$ cat config.mk
export PLATFORM = sky130hd
export DESIGN_NAME = wheel_rotation_rate_estimator
export DESIGN_NICKNAME = d
export VERILOG_FILES = /design/src/hw/rtl/wrre_pkg.sv /design/src/hw/rtl/wrre_ram.sv /design/src/hw/rtl/wheel_rotation_rate_estimator.sv
export SDC_FILE = /design/constraint.sdc
export NUM_CORES = 2
export LEC_CHECK = 0
export ABC_AREA = 1
export BUFFER_PORTS_ARGS = -buffer_cell sky130_fd_sc_hd__buf_2
export CORE_MARGIN = 1
export CORE_UTILIZATION = 50
export DETAILED_ROUTE_END_ITERATION = 16
export PLACE_DENSITY_LB_ADDON = 0.08
export SYNTH_ARGS = -nofsm -noshare
export SYNTH_HDL_FRONTEND = slang
export SYNTH_SLANG_ARGS = --single-unit
$ cat constraint.sdc
create_clock -name aclk -period 9.1 [get_ports aclk]
set_input_delay 0 -clock aclk [delete_from_list [all_inputs] [get_ports aclk]]
set_output_delay 0 -clock aclk [all_outputs]
set_load 0.005 [all_outputs]
$ cat src/hw/rtl/wrre_pkg.sv
package wrre_pkg;

    // window of stored angle/time pairs
    localparam int WINDOW_DEPTH = 8;
    localparam int PTR_W        = $clog2(WINDOW_DEPTH);

    // field widths
    localparam int ACC_W   = 16;
    localparam int ANG_W   = 16;
    localparam int TICK_W  = 32;
    localparam int SCALE_W = 32;
    localparam int RATE_W  = 32;
    localparam int PROD_W  = ANG_W + SCALE_W;

    // ring entry: time above angle
    localparam int ENTRY_W = ANG_W + TICK_W;

    // vectoring loop
    localparam int CORDIC_STEPS = 14;
    localparam int SH_W         = $clog2(CORDIC_STEPS);
    localparam int VEC_W        = 27;
    localparam int PRE_SHIFT    = 8;

    // restoring divider, one quotient bit per cycle
    localparam int DIV_STEPS = PROD_W;
    localparam int CNT_W     = $clog2(DIV_STEPS);

    localparam logic [SCALE_W-1:0] SCALE_RESET = SCALE_W'(65536);
    localparam logic [ANG_W-1:0]   HALF_TURN   = ANG_W'(32768);
    localparam logic [RATE_W-1:0]  RATE_MAX    = {1'b0, {(RATE_W-1){1'b1}}};
    localparam logic [RATE_W-1:0]  RATE_MIN    = {1'b1, {(RATE_W-1){1'b0}}};

    typedef enum logic [2:0] {
        ST_IDLE,
        ST_CORDIC,
        ST_WRITE,
        ST_MUL,
        ST_DIV,
        ST_OUT
    } state_t;

    // atan(2^-i) in binary-angle units, rounded to nearest
    function automatic logic [ANG_W-1:0] atan_lut(input logic [SH_W-1:0] idx);
        logic [ANG_W-1:0] val;
        case (idx)
            4'd0:    val = 16'd8192;
            4'd1:    val = 16'd4836;
            4'd2:    val = 16'd2555;
            4'd3:    val = 16'd1297;
            4'd4:    val = 16'd651;
            4'd5:    val = 16'd326;
            4'd6:    val = 16'd163;
            4'd7:    val = 16'd81;
            4'd8:    val = 16'd41;
            4'd9:    val = 16'd20;
            4'd10:   val = 16'd10;
            4'd11:   val = 16'd5;
            4'd12:   val = 16'd3;
            4'd13:   val = 16'd1;
            default: val = '0;
        endcase
        return val;
    endfunction

endpackage

$ cat src/hw/rtl/wrre_ram.sv
module wrre_ram #(
    parameter int WIDTH = 8,
    parameter int DEPTH = 8,
    localparam int AW = $clog2(DEPTH)
) (
    input  logic             clk,
    input  logic             wr_en,
    input  logic [AW-1:0]    wr_addr,
    input  logic [WIDTH-1:0] wr_data,
    input  logic [AW-1:0]    rd_addr,
    output logic [WIDTH-1:0] rd_data
);

    logic [WIDTH-1:0] mem_reg [DEPTH];
    logic [WIDTH-1:0] rd_data_reg;

    always_ff @(posedge clk) begin
        if (wr_en) begin
            mem_reg[wr_addr] <= wr_data;
        end
        rd_data_reg <= mem_reg[rd_addr];
    end

    assign rd_data = rd_data_reg;

endmodule

$ cat src/hw/rtl/wheel_rotation_rate_estimator.sv
// Wheel rotation rate estimator. Each request on the s_ side carries one
// accelerometer reading and a millisecond timestamp and produces exactly one
// request on the m_ side: the wheel angle (binary angle, 65536 per turn, from
// a 14-step CORDIC vectoring loop), and the rate over the window, i.e. the
// wrapped angle change against the oldest of the last WINDOW_DEPTH entries,
// times velocity_scale (Q16.16), divided by the elapsed ms, truncated toward
// zero and saturated. A zero interval gives rate 0 with m_tuser set; a zero
// y reading repeats the previous angle. One request is processed at a time,
// in order: accept, CORDIC, ring write, multiply, divide (skipped when the
// interval is zero) and output load; the restoring divider produces one
// quotient bit per cycle. The output is registered, so a new request is
// accepted while the last result waits. The window lives in a small RAM;
// per-entry valid bits make unwritten entries read as zero right after reset,
// with no clearing pass. The user must write velocity_scale through
// cfg_wr_en/cfg_wr_data only while idle; the block does not enforce it.
module wheel_rotation_rate_estimator (
    input  logic        aclk,
    input  logic        aresetn,
    // configuration: velocity_scale
    input  logic        cfg_wr_en,
    input  logic [31:0] cfg_wr_data,
    // input stream
    input  logic        s_tvalid,
    output logic        s_tready,
    input  logic [63:0] s_tdata,   // [15:0] accel_x, [31:16] accel_y, [63:32] tick_ms
    // result stream
    output logic        m_tvalid,
    input  logic        m_tready,
    output logic [47:0] m_tdata,   // [31:0] angular_rate, [47:32] wheel_angle
    output logic [0:0]  m_tuser    // [0] zero_interval
);

    localparam int DEPTH = wrre_pkg::WINDOW_DEPTH;
    localparam int PW    = wrre_pkg::PTR_W;
    localparam int AW    = wrre_pkg::ANG_W;
    localparam int TW    = wrre_pkg::TICK_W;
    localparam int VW    = wrre_pkg::VEC_W;
    localparam int PRW   = wrre_pkg::PROD_W;
    localparam int RW    = wrre_pkg::RATE_W;
    localparam int CW    = wrre_pkg::CNT_W;

    // control state
    wrre_pkg::state_t state_reg, state_next;
    logic [CW-1:0]    cnt_reg, cnt_next;
    logic [PW-1:0]    ptr_reg, ptr_next;
    logic [DEPTH-1:0] vld_reg, vld_next;
    logic             rd_vld_reg;
    logic [31:0]      scale_reg, scale_next;
    logic             m_tvalid_reg, m_tvalid_next;

    // payload
    logic signed [VW-1:0] u_reg, u_next;
    logic signed [VW-1:0] v_reg, v_next;
    logic [AW-1:0]        z_reg, z_next;
    logic                 base_reg, base_next;
    logic                 yzero_reg, yzero_next;
    logic [TW-1:0]        tick_reg, tick_next;
    logic [AW-1:0]        prev_ang_reg, prev_ang_next;
    logic [AW-1:0]        ang_reg, ang_next;
    logic                 neg_reg, neg_next;
    logic [AW-1:0]        mag_reg, mag_next;
    logic [TW-1:0]        dt_reg, dt_next;
    logic                 zero_reg, zero_next;
    logic [PRW-1:0]       rq_reg, rq_next;    // dividend shifts out, quotient shifts in
    logic [TW-1:0]        rem_reg, rem_next;
    logic [RW-1:0]        m_rate_reg, m_rate_next;
    logic [AW-1:0]        m_angle_reg, m_angle_next;
    logic                 m_zero_reg, m_zero_next;

    // ring RAM
    logic                          ram_we;
    logic [PW-1:0]                 ram_rd_addr;
    logic [wrre_pkg::ENTRY_W-1:0]  ram_wr_data;
    logic [wrre_pkg::ENTRY_W-1:0]  ram_rd_data;

    wrre_ram #(
        .WIDTH (wrre_pkg::ENTRY_W),
        .DEPTH (DEPTH)
    ) u_ring (
        .clk     (aclk),
        .wr_en   (ram_we),
        .wr_addr (ptr_reg),
        .wr_data (ram_wr_data),
        .rd_addr (ram_rd_addr),
        .rd_data (ram_rd_data)
    );

    // next slot after ptr_reg: new pointer while idle, oldest entry afterwards
    logic [PW-1:0] ptr_inc;
    assign ptr_inc = (ptr_reg == PW'(DEPTH - 1)) ? '0 : ptr_reg + 1'b1;

    // shared shift/add step
    logic signed [VW-1:0] sh_u, sh_v;
    logic [AW-1:0]        atan_val;
    assign sh_u     = u_reg >>> cnt_reg[wrre_pkg::SH_W-1:0];
    assign sh_v     = v_reg >>> cnt_reg[wrre_pkg::SH_W-1:0];
    assign atan_val = wrre_pkg::atan_lut(cnt_reg[wrre_pkg::SH_W-1:0]);

    // divider trial subtract
    logic [TW:0] trial;
    logic        trial_ge;
    assign trial    = {rem_reg, rq_reg[PRW-1]};
    assign trial_ge = trial >= {1'b0, dt_reg};

    // oldest entry, zero if never written
    logic [AW-1:0] old_ang;
    logic [TW-1:0] old_tick;
    assign old_ang  = rd_vld_reg ? ram_rd_data[AW-1:0] : '0;
    assign old_tick = rd_vld_reg ? ram_rd_data[AW +: TW] : '0;

    // input fields
    logic signed [wrre_pkg::ACC_W-1:0] in_x, in_y;
    logic signed [VW-1:0]              in_xw, in_yw;
    assign in_x  = s_tdata[15:0];
    assign in_y  = s_tdata[31:16];
    assign in_xw = VW'(in_x);
    assign in_yw = VW'(in_y);

    logic [AW-1:0] ang_w, da_w;
    logic [TW-1:0] dt_w;
    assign ang_w = yzero_reg ? prev_ang_reg
                             : (base_reg ? wrre_pkg::HALF_TURN : '0) + z_reg;
    assign dt_w  = tick_reg - old_tick;
    assign da_w  = ang_w - old_ang;

    assign ram_wr_data = {tick_reg, ang_w};

    logic accept;
    assign accept = s_tvalid && s_tready;

    always_comb begin
        state_next    = state_reg;
        cnt_next      = cnt_reg;
        ptr_next      = ptr_reg;
        vld_next      = vld_reg;
        scale_next    = scale_reg;
        m_tvalid_next = m_tvalid_reg;
        u_next        = u_reg;
        v_next        = v_reg;
        z_next        = z_reg;
        base_next     = base_reg;
        yzero_next    = yzero_reg;
        tick_next     = tick_reg;
        prev_ang_next = prev_ang_reg;
        ang_next      = ang_reg;
        neg_next      = neg_reg;
        mag_next      = mag_reg;
        dt_next       = dt_reg;
        zero_next     = zero_reg;
        rq_next       = rq_reg;
        rem_next      = rem_reg;
        m_rate_next   = m_rate_reg;
        m_angle_next  = m_angle_reg;
        m_zero_next   = m_zero_reg;
        s_tready      = 1'b0;
        ram_we        = 1'b0;
        ram_rd_addr   = ptr_inc;

        if (cfg_wr_en) begin
            scale_next = cfg_wr_data;
        end
        if (m_tvalid_reg && m_tready) begin
            m_tvalid_next = 1'b0;
        end

        case (state_reg)
            wrre_pkg::ST_IDLE: begin
                s_tready    = 1'b1;
                ram_rd_addr = ptr_reg;   // becomes the previous slot
                if (accept) begin
                    ptr_next   = ptr_inc;
                    tick_next  = s_tdata[63:32];
                    yzero_next = (in_y == '0);
                    base_next  = in_y[wrre_pkg::ACC_W-1];
                    u_next     = (in_y[wrre_pkg::ACC_W-1] ? -in_yw : in_yw)
                                 <<< wrre_pkg::PRE_SHIFT;
                    v_next     = (in_y[wrre_pkg::ACC_W-1] ? -in_xw : in_xw)
                                 <<< wrre_pkg::PRE_SHIFT;
                    z_next     = '0;
                    cnt_next   = '0;
                    state_next = wrre_pkg::ST_CORDIC;
                end
            end

            wrre_pkg::ST_CORDIC: begin
                if (cnt_reg == '0) begin
                    prev_ang_next = rd_vld_reg ? ram_rd_data[AW-1:0] : '0;
                end
                if (v_reg > 0) begin
                    u_next = u_reg + sh_v;
                    v_next = v_reg - sh_u;
                    z_next = z_reg + atan_val;
                end else begin
                    u_next = u_reg - sh_v;
                    v_next = v_reg + sh_u;
                    z_next = z_reg - atan_val;
                end
                if (cnt_reg == CW'(wrre_pkg::CORDIC_STEPS - 1)) begin
                    state_next = wrre_pkg::ST_WRITE;
                end else begin
                    cnt_next = cnt_reg + 1'b1;
                end
            end

            wrre_pkg::ST_WRITE: begin
                ram_we            = 1'b1;
                vld_next[ptr_reg] = 1'b1;
                ang_next          = ang_w;
                dt_next           = dt_w;
                zero_next         = (dt_w == '0);
                neg_next          = da_w[AW-1];
                mag_next          = da_w[AW-1] ? -da_w : da_w;
                state_next        = wrre_pkg::ST_MUL;
            end

            wrre_pkg::ST_MUL: begin
                rq_next  = PRW'(mag_reg) * PRW'(scale_reg);
                rem_next = '0;
                cnt_next = '0;
                state_next = zero_reg ? wrre_pkg::ST_OUT : wrre_pkg::ST_DIV;
            end

            wrre_pkg::ST_DIV: begin
                rem_next = trial_ge ? TW'(trial - {1'b0, dt_reg}) : TW'(trial);
                rq_next  = {rq_reg[PRW-2:0], trial_ge};
                if (cnt_reg == CW'(wrre_pkg::DIV_STEPS - 1)) begin
                    state_next = wrre_pkg::ST_OUT;
                end else begin
                    cnt_next = cnt_reg + 1'b1;
                end
            end

            wrre_pkg::ST_OUT: begin
                if (!m_tvalid_reg || m_tready) begin
                    m_tvalid_next = 1'b1;
                    m_angle_next  = ang_reg;
                    m_zero_next   = zero_reg;
                    if (zero_reg) begin
                        m_rate_next = '0;
                    end else if (neg_reg) begin
                        m_rate_next = (rq_reg > PRW'(wrre_pkg::RATE_MIN))
                                      ? wrre_pkg::RATE_MIN : -rq_reg[RW-1:0];
                    end else begin
                        m_rate_next = (rq_reg > PRW'(wrre_pkg::RATE_MAX))
                                      ? wrre_pkg::RATE_MAX : rq_reg[RW-1:0];
                    end
                    state_next = wrre_pkg::ST_IDLE;
                end
            end

            default: begin
                state_next = wrre_pkg::ST_IDLE;
            end
        endcase
    end

    always_ff @(posedge aclk) begin
        if (!aresetn) begin
            state_reg    <= wrre_pkg::ST_IDLE;
            cnt_reg      <= '0;
            ptr_reg      <= '0;
            vld_reg      <= '0;
            rd_vld_reg   <= 1'b0;
            scale_reg    <= wrre_pkg::SCALE_RESET;
            m_tvalid_reg <= 1'b0;
        end else begin
            state_reg    <= state_next;
            cnt_reg      <= cnt_next;
            ptr_reg      <= ptr_next;
            vld_reg      <= vld_next;
            rd_vld_reg   <= vld_reg[ram_rd_addr];
            scale_reg    <= scale_next;
            m_tvalid_reg <= m_tvalid_next;
        end
    end

    always_ff @(posedge aclk) begin
        u_reg        <= u_next;
        v_reg        <= v_next;
        z_reg        <= z_next;
        base_reg     <= base_next;
        yzero_reg    <= yzero_next;
        tick_reg     <= tick_next;
        prev_ang_reg <= prev_ang_next;
        ang_reg      <= ang_next;
        neg_reg      <= neg_next;
        mag_reg      <= mag_next;
        dt_reg       <= dt_next;
        zero_reg     <= zero_next;
        rq_reg       <= rq_next;
        rem_reg      <= rem_next;
        m_rate_reg   <= m_rate_next;
        m_angle_reg  <= m_angle_next;
        m_zero_reg   <= m_zero_next;
    end

    assign m_tvalid = m_tvalid_reg;
    assign m_tdata  = {m_angle_reg, m_rate_reg};
    assign m_tuser  = m_zero_reg;

    // one request in flight: no second accept right behind the first
    a_busy_after_accept: assert property (@(posedge aclk) disable iff (!aresetn)
        accept |=> !s_tready)
        else $error("request accepted while previous one in progress");

    // pointer stays inside the window for non power-of-two depths too
    a_ptr_range: assert property (@(posedge aclk) disable iff (!aresetn)
        ptr_reg <= PW'(DEPTH - 1))
        else $error("write pointer out of window");

    // restoring divider keeps its remainder below the divisor
    a_div_rem: assert property (@(posedge aclk) disable iff (!aresetn)
        (state_reg == wrre_pkg::ST_DIV) |-> (rem_reg < dt_reg))
        else $error("divider remainder not below interval");

    // zero interval flag only with a zero rate
    a_zero_rate: assert property (@(posedge aclk) disable iff (!aresetn)
        (m_tvalid_reg && m_zero_reg) |-> (m_rate_reg == '0))
        else $error("zero interval with nonzero rate");

endmodule

* After elaboration in Yosys (flattened, before gate mapping)
Memory sizes are Yosys's and may differ from the RTL's. A register that Yosys moved wholly into a read port is not among the register bits.
Cells that the tools add are included.
** Word-level totals
- Bits in registers :: 369
- Bits in writable memories :: 384
- Bits in read-only memories :: 224
- Input port bits :: 101
- Output and inout port bits :: 51
- Logic and storage cells :: 133
- Memories kept :: 2
** Cells by class
- Add/sub/neg operators :: 16
- Multipliers :: 1
- Magnitude comparators :: 7
- Equality and inequality tests :: 14
- Shifts and indexed selects :: 2
- Multiplexer cells :: 47
- Bitwise gates (word level) :: 1
- Reductions and logical operators :: 18
** Memory list
- u_ring.mem_reg :: depth 8, bits a word 48, read ports 1, clocked after Yosys merged registers in 1, write ports 1, RTL line wrre_ram.sv:14 : logic [WIDTH-1:0] mem_reg [DEPTH];
- (name not given) :: depth 16, bits a word 14, read ports 1, clocked after Yosys merged registers in 1, write ports 0, RTL line wrre_pkg.sv:45 : case (idx)
** Operators by type and width (count)
- $mux W32 :: 5
- $mux W27 :: 4
- $pmux W27 S2 :: 2
- $pmux W48 S2 :: 1
- $mux W16 :: 5
- $pmux W32 S2 :: 1
- $sub A32 B32 Y32 :: 2
- $add A27 B27 Y27 :: 2
- $sshr A27 B4 Y27 :: 2
- $sub A27 B27 Y27 :: 2
- $gt A48 B31 Y1 const B :: 1
- $gt A48 B32 Y1 const B :: 1
- $mul A16 B32 Y48 :: 1
- $mux W19 :: 2
- $neg A16 Y19 :: 2
- $ge A33 B32 Y1 :: 1
- $add A16 B16 Y16 :: 2
- $logic_not A32 Y1 :: 1
- $neg A32 Y32 :: 1
- $pmux W16 S2 :: 1
- $sub A16 B16 Y16 :: 2
- $gt A27 B1 Y1 const B :: 1
- $pmux W6 S4 :: 1
- $mux W3 :: 6
- 29 further kinds :: 57

* Depth between registers and ports, before layout
- Word-level depth :: 7
- Mapped depth :: 33
- Mapped depth without buffers :: 31

* By module
Synthesis repeated with hierarchy kept, for this count alone.
** Unflattened totals
- Cells, all modules :: 7838
- Area total of the unflattened synthesis :: 63161.8 um^2
** By module, submodules not included
- wheel_rotation_rate_estimator :: instances 1, cells each 6113, area each 45491.1 um^2, seq. area each 10820.4 um^2
- wrre_ram :: instances 1, cells each 1725, area each 17670.7 um^2, seq. area each 12492.0 um^2

* Least setup slack after synthesis
No wires, ideal clock.
- Path kind :: reg-to-reg
- Start :: register state_reg[0]
- End :: memory u_ring.mem_reg[0][0] (netlist name), enable pin
- Setup time :: 0.455 ns
- Data arrival time :: 5.961 ns
- Data required time :: 8.645 ns
- Path slack :: 2.684 ns
- Cell stages (with the launch flop) :: 8
- Buffers on the path :: 0
- Period minus slack after synthesis :: 6.416 ns
- Path through :: dfxtp_1 inv_1 nand2_1 nor2_1 inv_1 nor2_1 inv_1 nor2_1
** On the way
- Longest elaborated chain between the ends :: 4
** RTL lines
- start: declaration :: RTL line wheel_rotation_rate_estimator.sv:43 : wrre_pkg::state_t state_reg, state_next;
- start signal: assignment :: RTL line wheel_rotation_rate_estimator.sv:259 : state_reg <= wrre_pkg::ST_IDLE;
- start signal: assignment :: RTL line wheel_rotation_rate_estimator.sv:267 : state_reg <= state_next;
- $eq A3 B2 Y1 :: RTL line wheel_rotation_rate_estimator.sv:166 : case (state_reg)
- $mux W1 :: RTL line wheel_rotation_rate_estimator.sv:166
- $mux W1 :: RTL line wrre_ram.sv:18 : if (wr_en) begin
- $mux W1 (implied by the code) :: RTL line wrre_ram.sv:19 : mem_reg[wr_addr] <= wr_data;
- end: declaration :: RTL line wrre_ram.sv:14
No other way between the ends.

* Worst setup path after layout
- Start :: register mag_reg[8]
- End :: register rq_reg[45], data pin
** On the way
- Longest elaborated chain between the ends :: 2
** RTL lines
- start: declaration :: RTL line wheel_rotation_rate_estimator.sv:61 : logic [AW-1:0] mag_reg, mag_next;
- start signal: assignment :: RTL line wheel_rotation_rate_estimator.sv:287 : mag_reg <= mag_next;
- $mul A16 B32 Y48 :: RTL line wheel_rotation_rate_estimator.sv:217 : rq_next = PRW'(mag_reg) * PRW'(scale_reg);
- $pmux W48 S2 :: RTL line wheel_rotation_rate_estimator.sv:166
- named net rq_next[45] :: RTL line wheel_rotation_rate_estimator.sv:64 : logic [PRW-1:0] rq_reg, rq_next;
- end signal: assignment :: RTL line wheel_rotation_rate_estimator.sv:290 : rq_reg <= rq_next;
- end: declaration :: RTL line wheel_rotation_rate_estimator.sv:64
The timed path passes the listed nets, and every way through them passes these cells.
A chain may end at the register's enable or synchronous reset.

==> results_dict.tcl <==
set metrics [dict create \
    outcome "complete, no violations" \
    num_vias 48700 \
    rows 127 \
    n_fill_cell 11000 \
    path_cells "buf_4 > nand2_1 > fa_1 > fa_1 > inv_1 > fa_1 > fa_1 > fa_1 > inv_1 > fa_1 > inv_1 > ha_1 > nand2_1 > nor2_1 > inv_1 > nor4_1 > o21ai_0 > nand3_1 > nand2_1 > o211ai_1 > or2_2 > a31oi_1" \
    synth_top_cell_area_share 0.343 \
    routed_wl_um 170000 \
    core_area_um2 121000 \
    overflow 0 \
    syn_nets 7901 \
    clock-skew-final_ns 0.0852 \
    yosys-top-cells-area "edfxtp_1 34%, fa_1 14%, nand2_1 9.1%" \
    place_congestion 0.914 \
    syn_avg_cell_area_um2 8.61 \
    synth_top_area_cell "edfxtp_1" \
    clk_pin_slew_ns 0.06 \
    syn_to_final_growth_pct 11.6 \
    path_class "reg2reg" \
    numCtsBuffers 90 \
    dieHeight_um 352 \
    min_period_ns 7.16 \
    drtPass1Iterations 8 \
    grt_usage 0.278 \
    cts_root_buf "clkbuf_16" \
    finalSetupTns_ns 0 \
    dominantRegCellSynth "edfxtp_1" \
    setup_violations 0 \
    die_w_um 352 \
    synthCells 7094 \
    tightest_slew_ns 1.15 \
    synth_most_common_cell "nand2_1" \
    start_util 0.507 \
    hold_violations 0 \
    layoutNonFillerInstCount 8976 \
    seqCellArea_um2 23300 \
    largest_register_ffs 384 \
    synth.top_cells.by_count "1,486 x nand2_1, 1,128 x inv_1, 699 x edfxtp_1, 577 x nor2_1, 526 x o21ai_0" \
    end_kind "register" \
    clk_path_buf_depth 3 \
    wl_per_cell_um 19.0 \
    first_iter_violations 4025 \
    yosys.cell_types.count 75 \
    cts_tree "built" \
    fmax_ghz 0.140 \
    antenna_found_initial 4 \
    drc 0 \
    htreeDepth 3 \
    num_antenna_cells 0 \
    clk_latency_ns 0.75 \
    grt_pass1_vias 47500 \
    critPathArrivalTime_ns 7.55 \
    port-buffer-count 151 \
    async_flop_share 0 \
    yosysWarnings 0 \
    slowest_delay_ns 1.02 \
    critPathMostFrequentCell "fa_1" \
    drive_gt1_frac 0.0687 \
    dp_hpwl_um 119000 \
    num_io_pins 152 \
    hold_path_class "in2reg" \
    synth_area_um2 61100 \
    grt_max_degree 110 \
    postRouteAntennaNets 0 \
    via_per_inst 5.43 \
    post-route-period-util 0.787 \
    maxCapViolations 0 \
    cts_sinks 815 \
    cp_slowest_cell "edfxtp_1" \
    worst_ep_required_time_ns 9.49 \
    nNetsFinal 8093 \
    slew_headroom 0.226 \
    slew_violations 0 \
    synth_edf_count 699 \
    crit_fanout 21 \
    die_area_um2 124000 \
    dp.cells 8613 \
    grt_pass1_wl_um 268000 \
    startpoint_type "register" \
    synth-seq-area-share 0.381 \
    ys_ff_latch 815 \
    rsz0062_at_grt "false" \
    multi_input_area_um2 32300 \
]
[logic make-up (layout without fill, tap and decap cells)]
| kind of cell | Yosys count | after routing | share of synthesized area |
|---|---|---|---|
| AND/OR/NAND/NOR | 2646 | 2646 | 0.181 |
| buffers and inverters | 1449 | 1719 | 0.0923 |
| AO/OA/AOI/OAI | 1266 | 1266 | 0.118 |
| flip-flops | 815 | 815 | 0.381 |
| adder cells (fa/ha/maj) | 706 | 706 | 0.197 |
| XOR/XNOR | 197 | 197 | 0.0285 |
| multiplexers | 15 | 15 | 0.00274 |
[placed cells by master (no fill, tap or decap), types with 29 or more instances in the layout]
cell type	instances
dlygate4sd3_1	193
nand3_1	332
o22ai_1	52
o21bai_1	125
nand2_1	1484
o21ai_1	29
nor3_1	58
edfxtp_1	699
buf_2	151
clkbuf_16	90
ha_1	282
a21oi_1	330
dfxtp_1	113
fa_1	424
a31oi_1	92
inv_1	1128
o21ai_0	526
buf_4	54
nor2_1	567
xor2_1	116
nand4_1	45
xnor2_1	79
[layout make-up]
cell class | instances | area share
multi-input combinational | 4830 | 0.474
inverter | 1151 | 0.0635
timing repair buffer | 398 | 0.0454
clock buffer | 117 | 0.0357
clock inverter | 53 | 0.0102
tap | 1612 | 0.0296
sequential | 815 | 0.342
[final timing paths]
kind / startpoint / end / slack, ns / depth (start not counted)
max: mag_reg[8] / rq_reg[45] / 1.94 / 22
min: s_tdata[16] / u_reg[8] / 0.18 / 4
max reg2reg: mag_reg[8] / rq_reg[45] / 1.94 / 22
min reg2reg: ang_reg[13] / m_angle_reg[13] / 0.41 / 0
[worst max-delay path: cells and delay by family, from the launching register on]
kind                     cells  cell delay, ns
buffers and inverters        5            0.58
adder cells (fa/ha/maj)      7            3.63
AO/OA/AOI/OAI                3            0.34
AND/OR/NAND/NOR              7            1.32
flip-flops                   1            1.02
[per-layer routing]
layer,track usage,share of wire,up-vias
met2,0.440,0.45,1414
met1,0.408,0.47,23600
met4,0.0623,0.020,0
met3,0.0347,0.059,191
li1,-,-,23500
met5,0,0,-
[per-stage QoR]
step,instance area [um2],setup WS [ns],hold slack (ns),utilization
3_3_place_gp,63100,1.99,0.177,0.523
4_1_cts,68200,1.93,0.135,0.565
2_1_floorplan,61100,2.68,0.0989,-
5_1_grt,68200,1.56,0.194,0.565
6_report,68200,1.94,0.182,0.565
3_5_place_dp,63100,1.96,0.178,0.523
[timing repair]
item / CTS / global route
hold endpoints to repair: 106 / 0
gates resized for setup: 0 / 0
endpoints found under the setup margin: 0 / 0
setup buffers: 0 / 0
hold buffers: 193 / 0
Power is left out: the tool's default activity adds up to more than one toggle a clock period on the data nets, which glitch-free logic cannot reach.
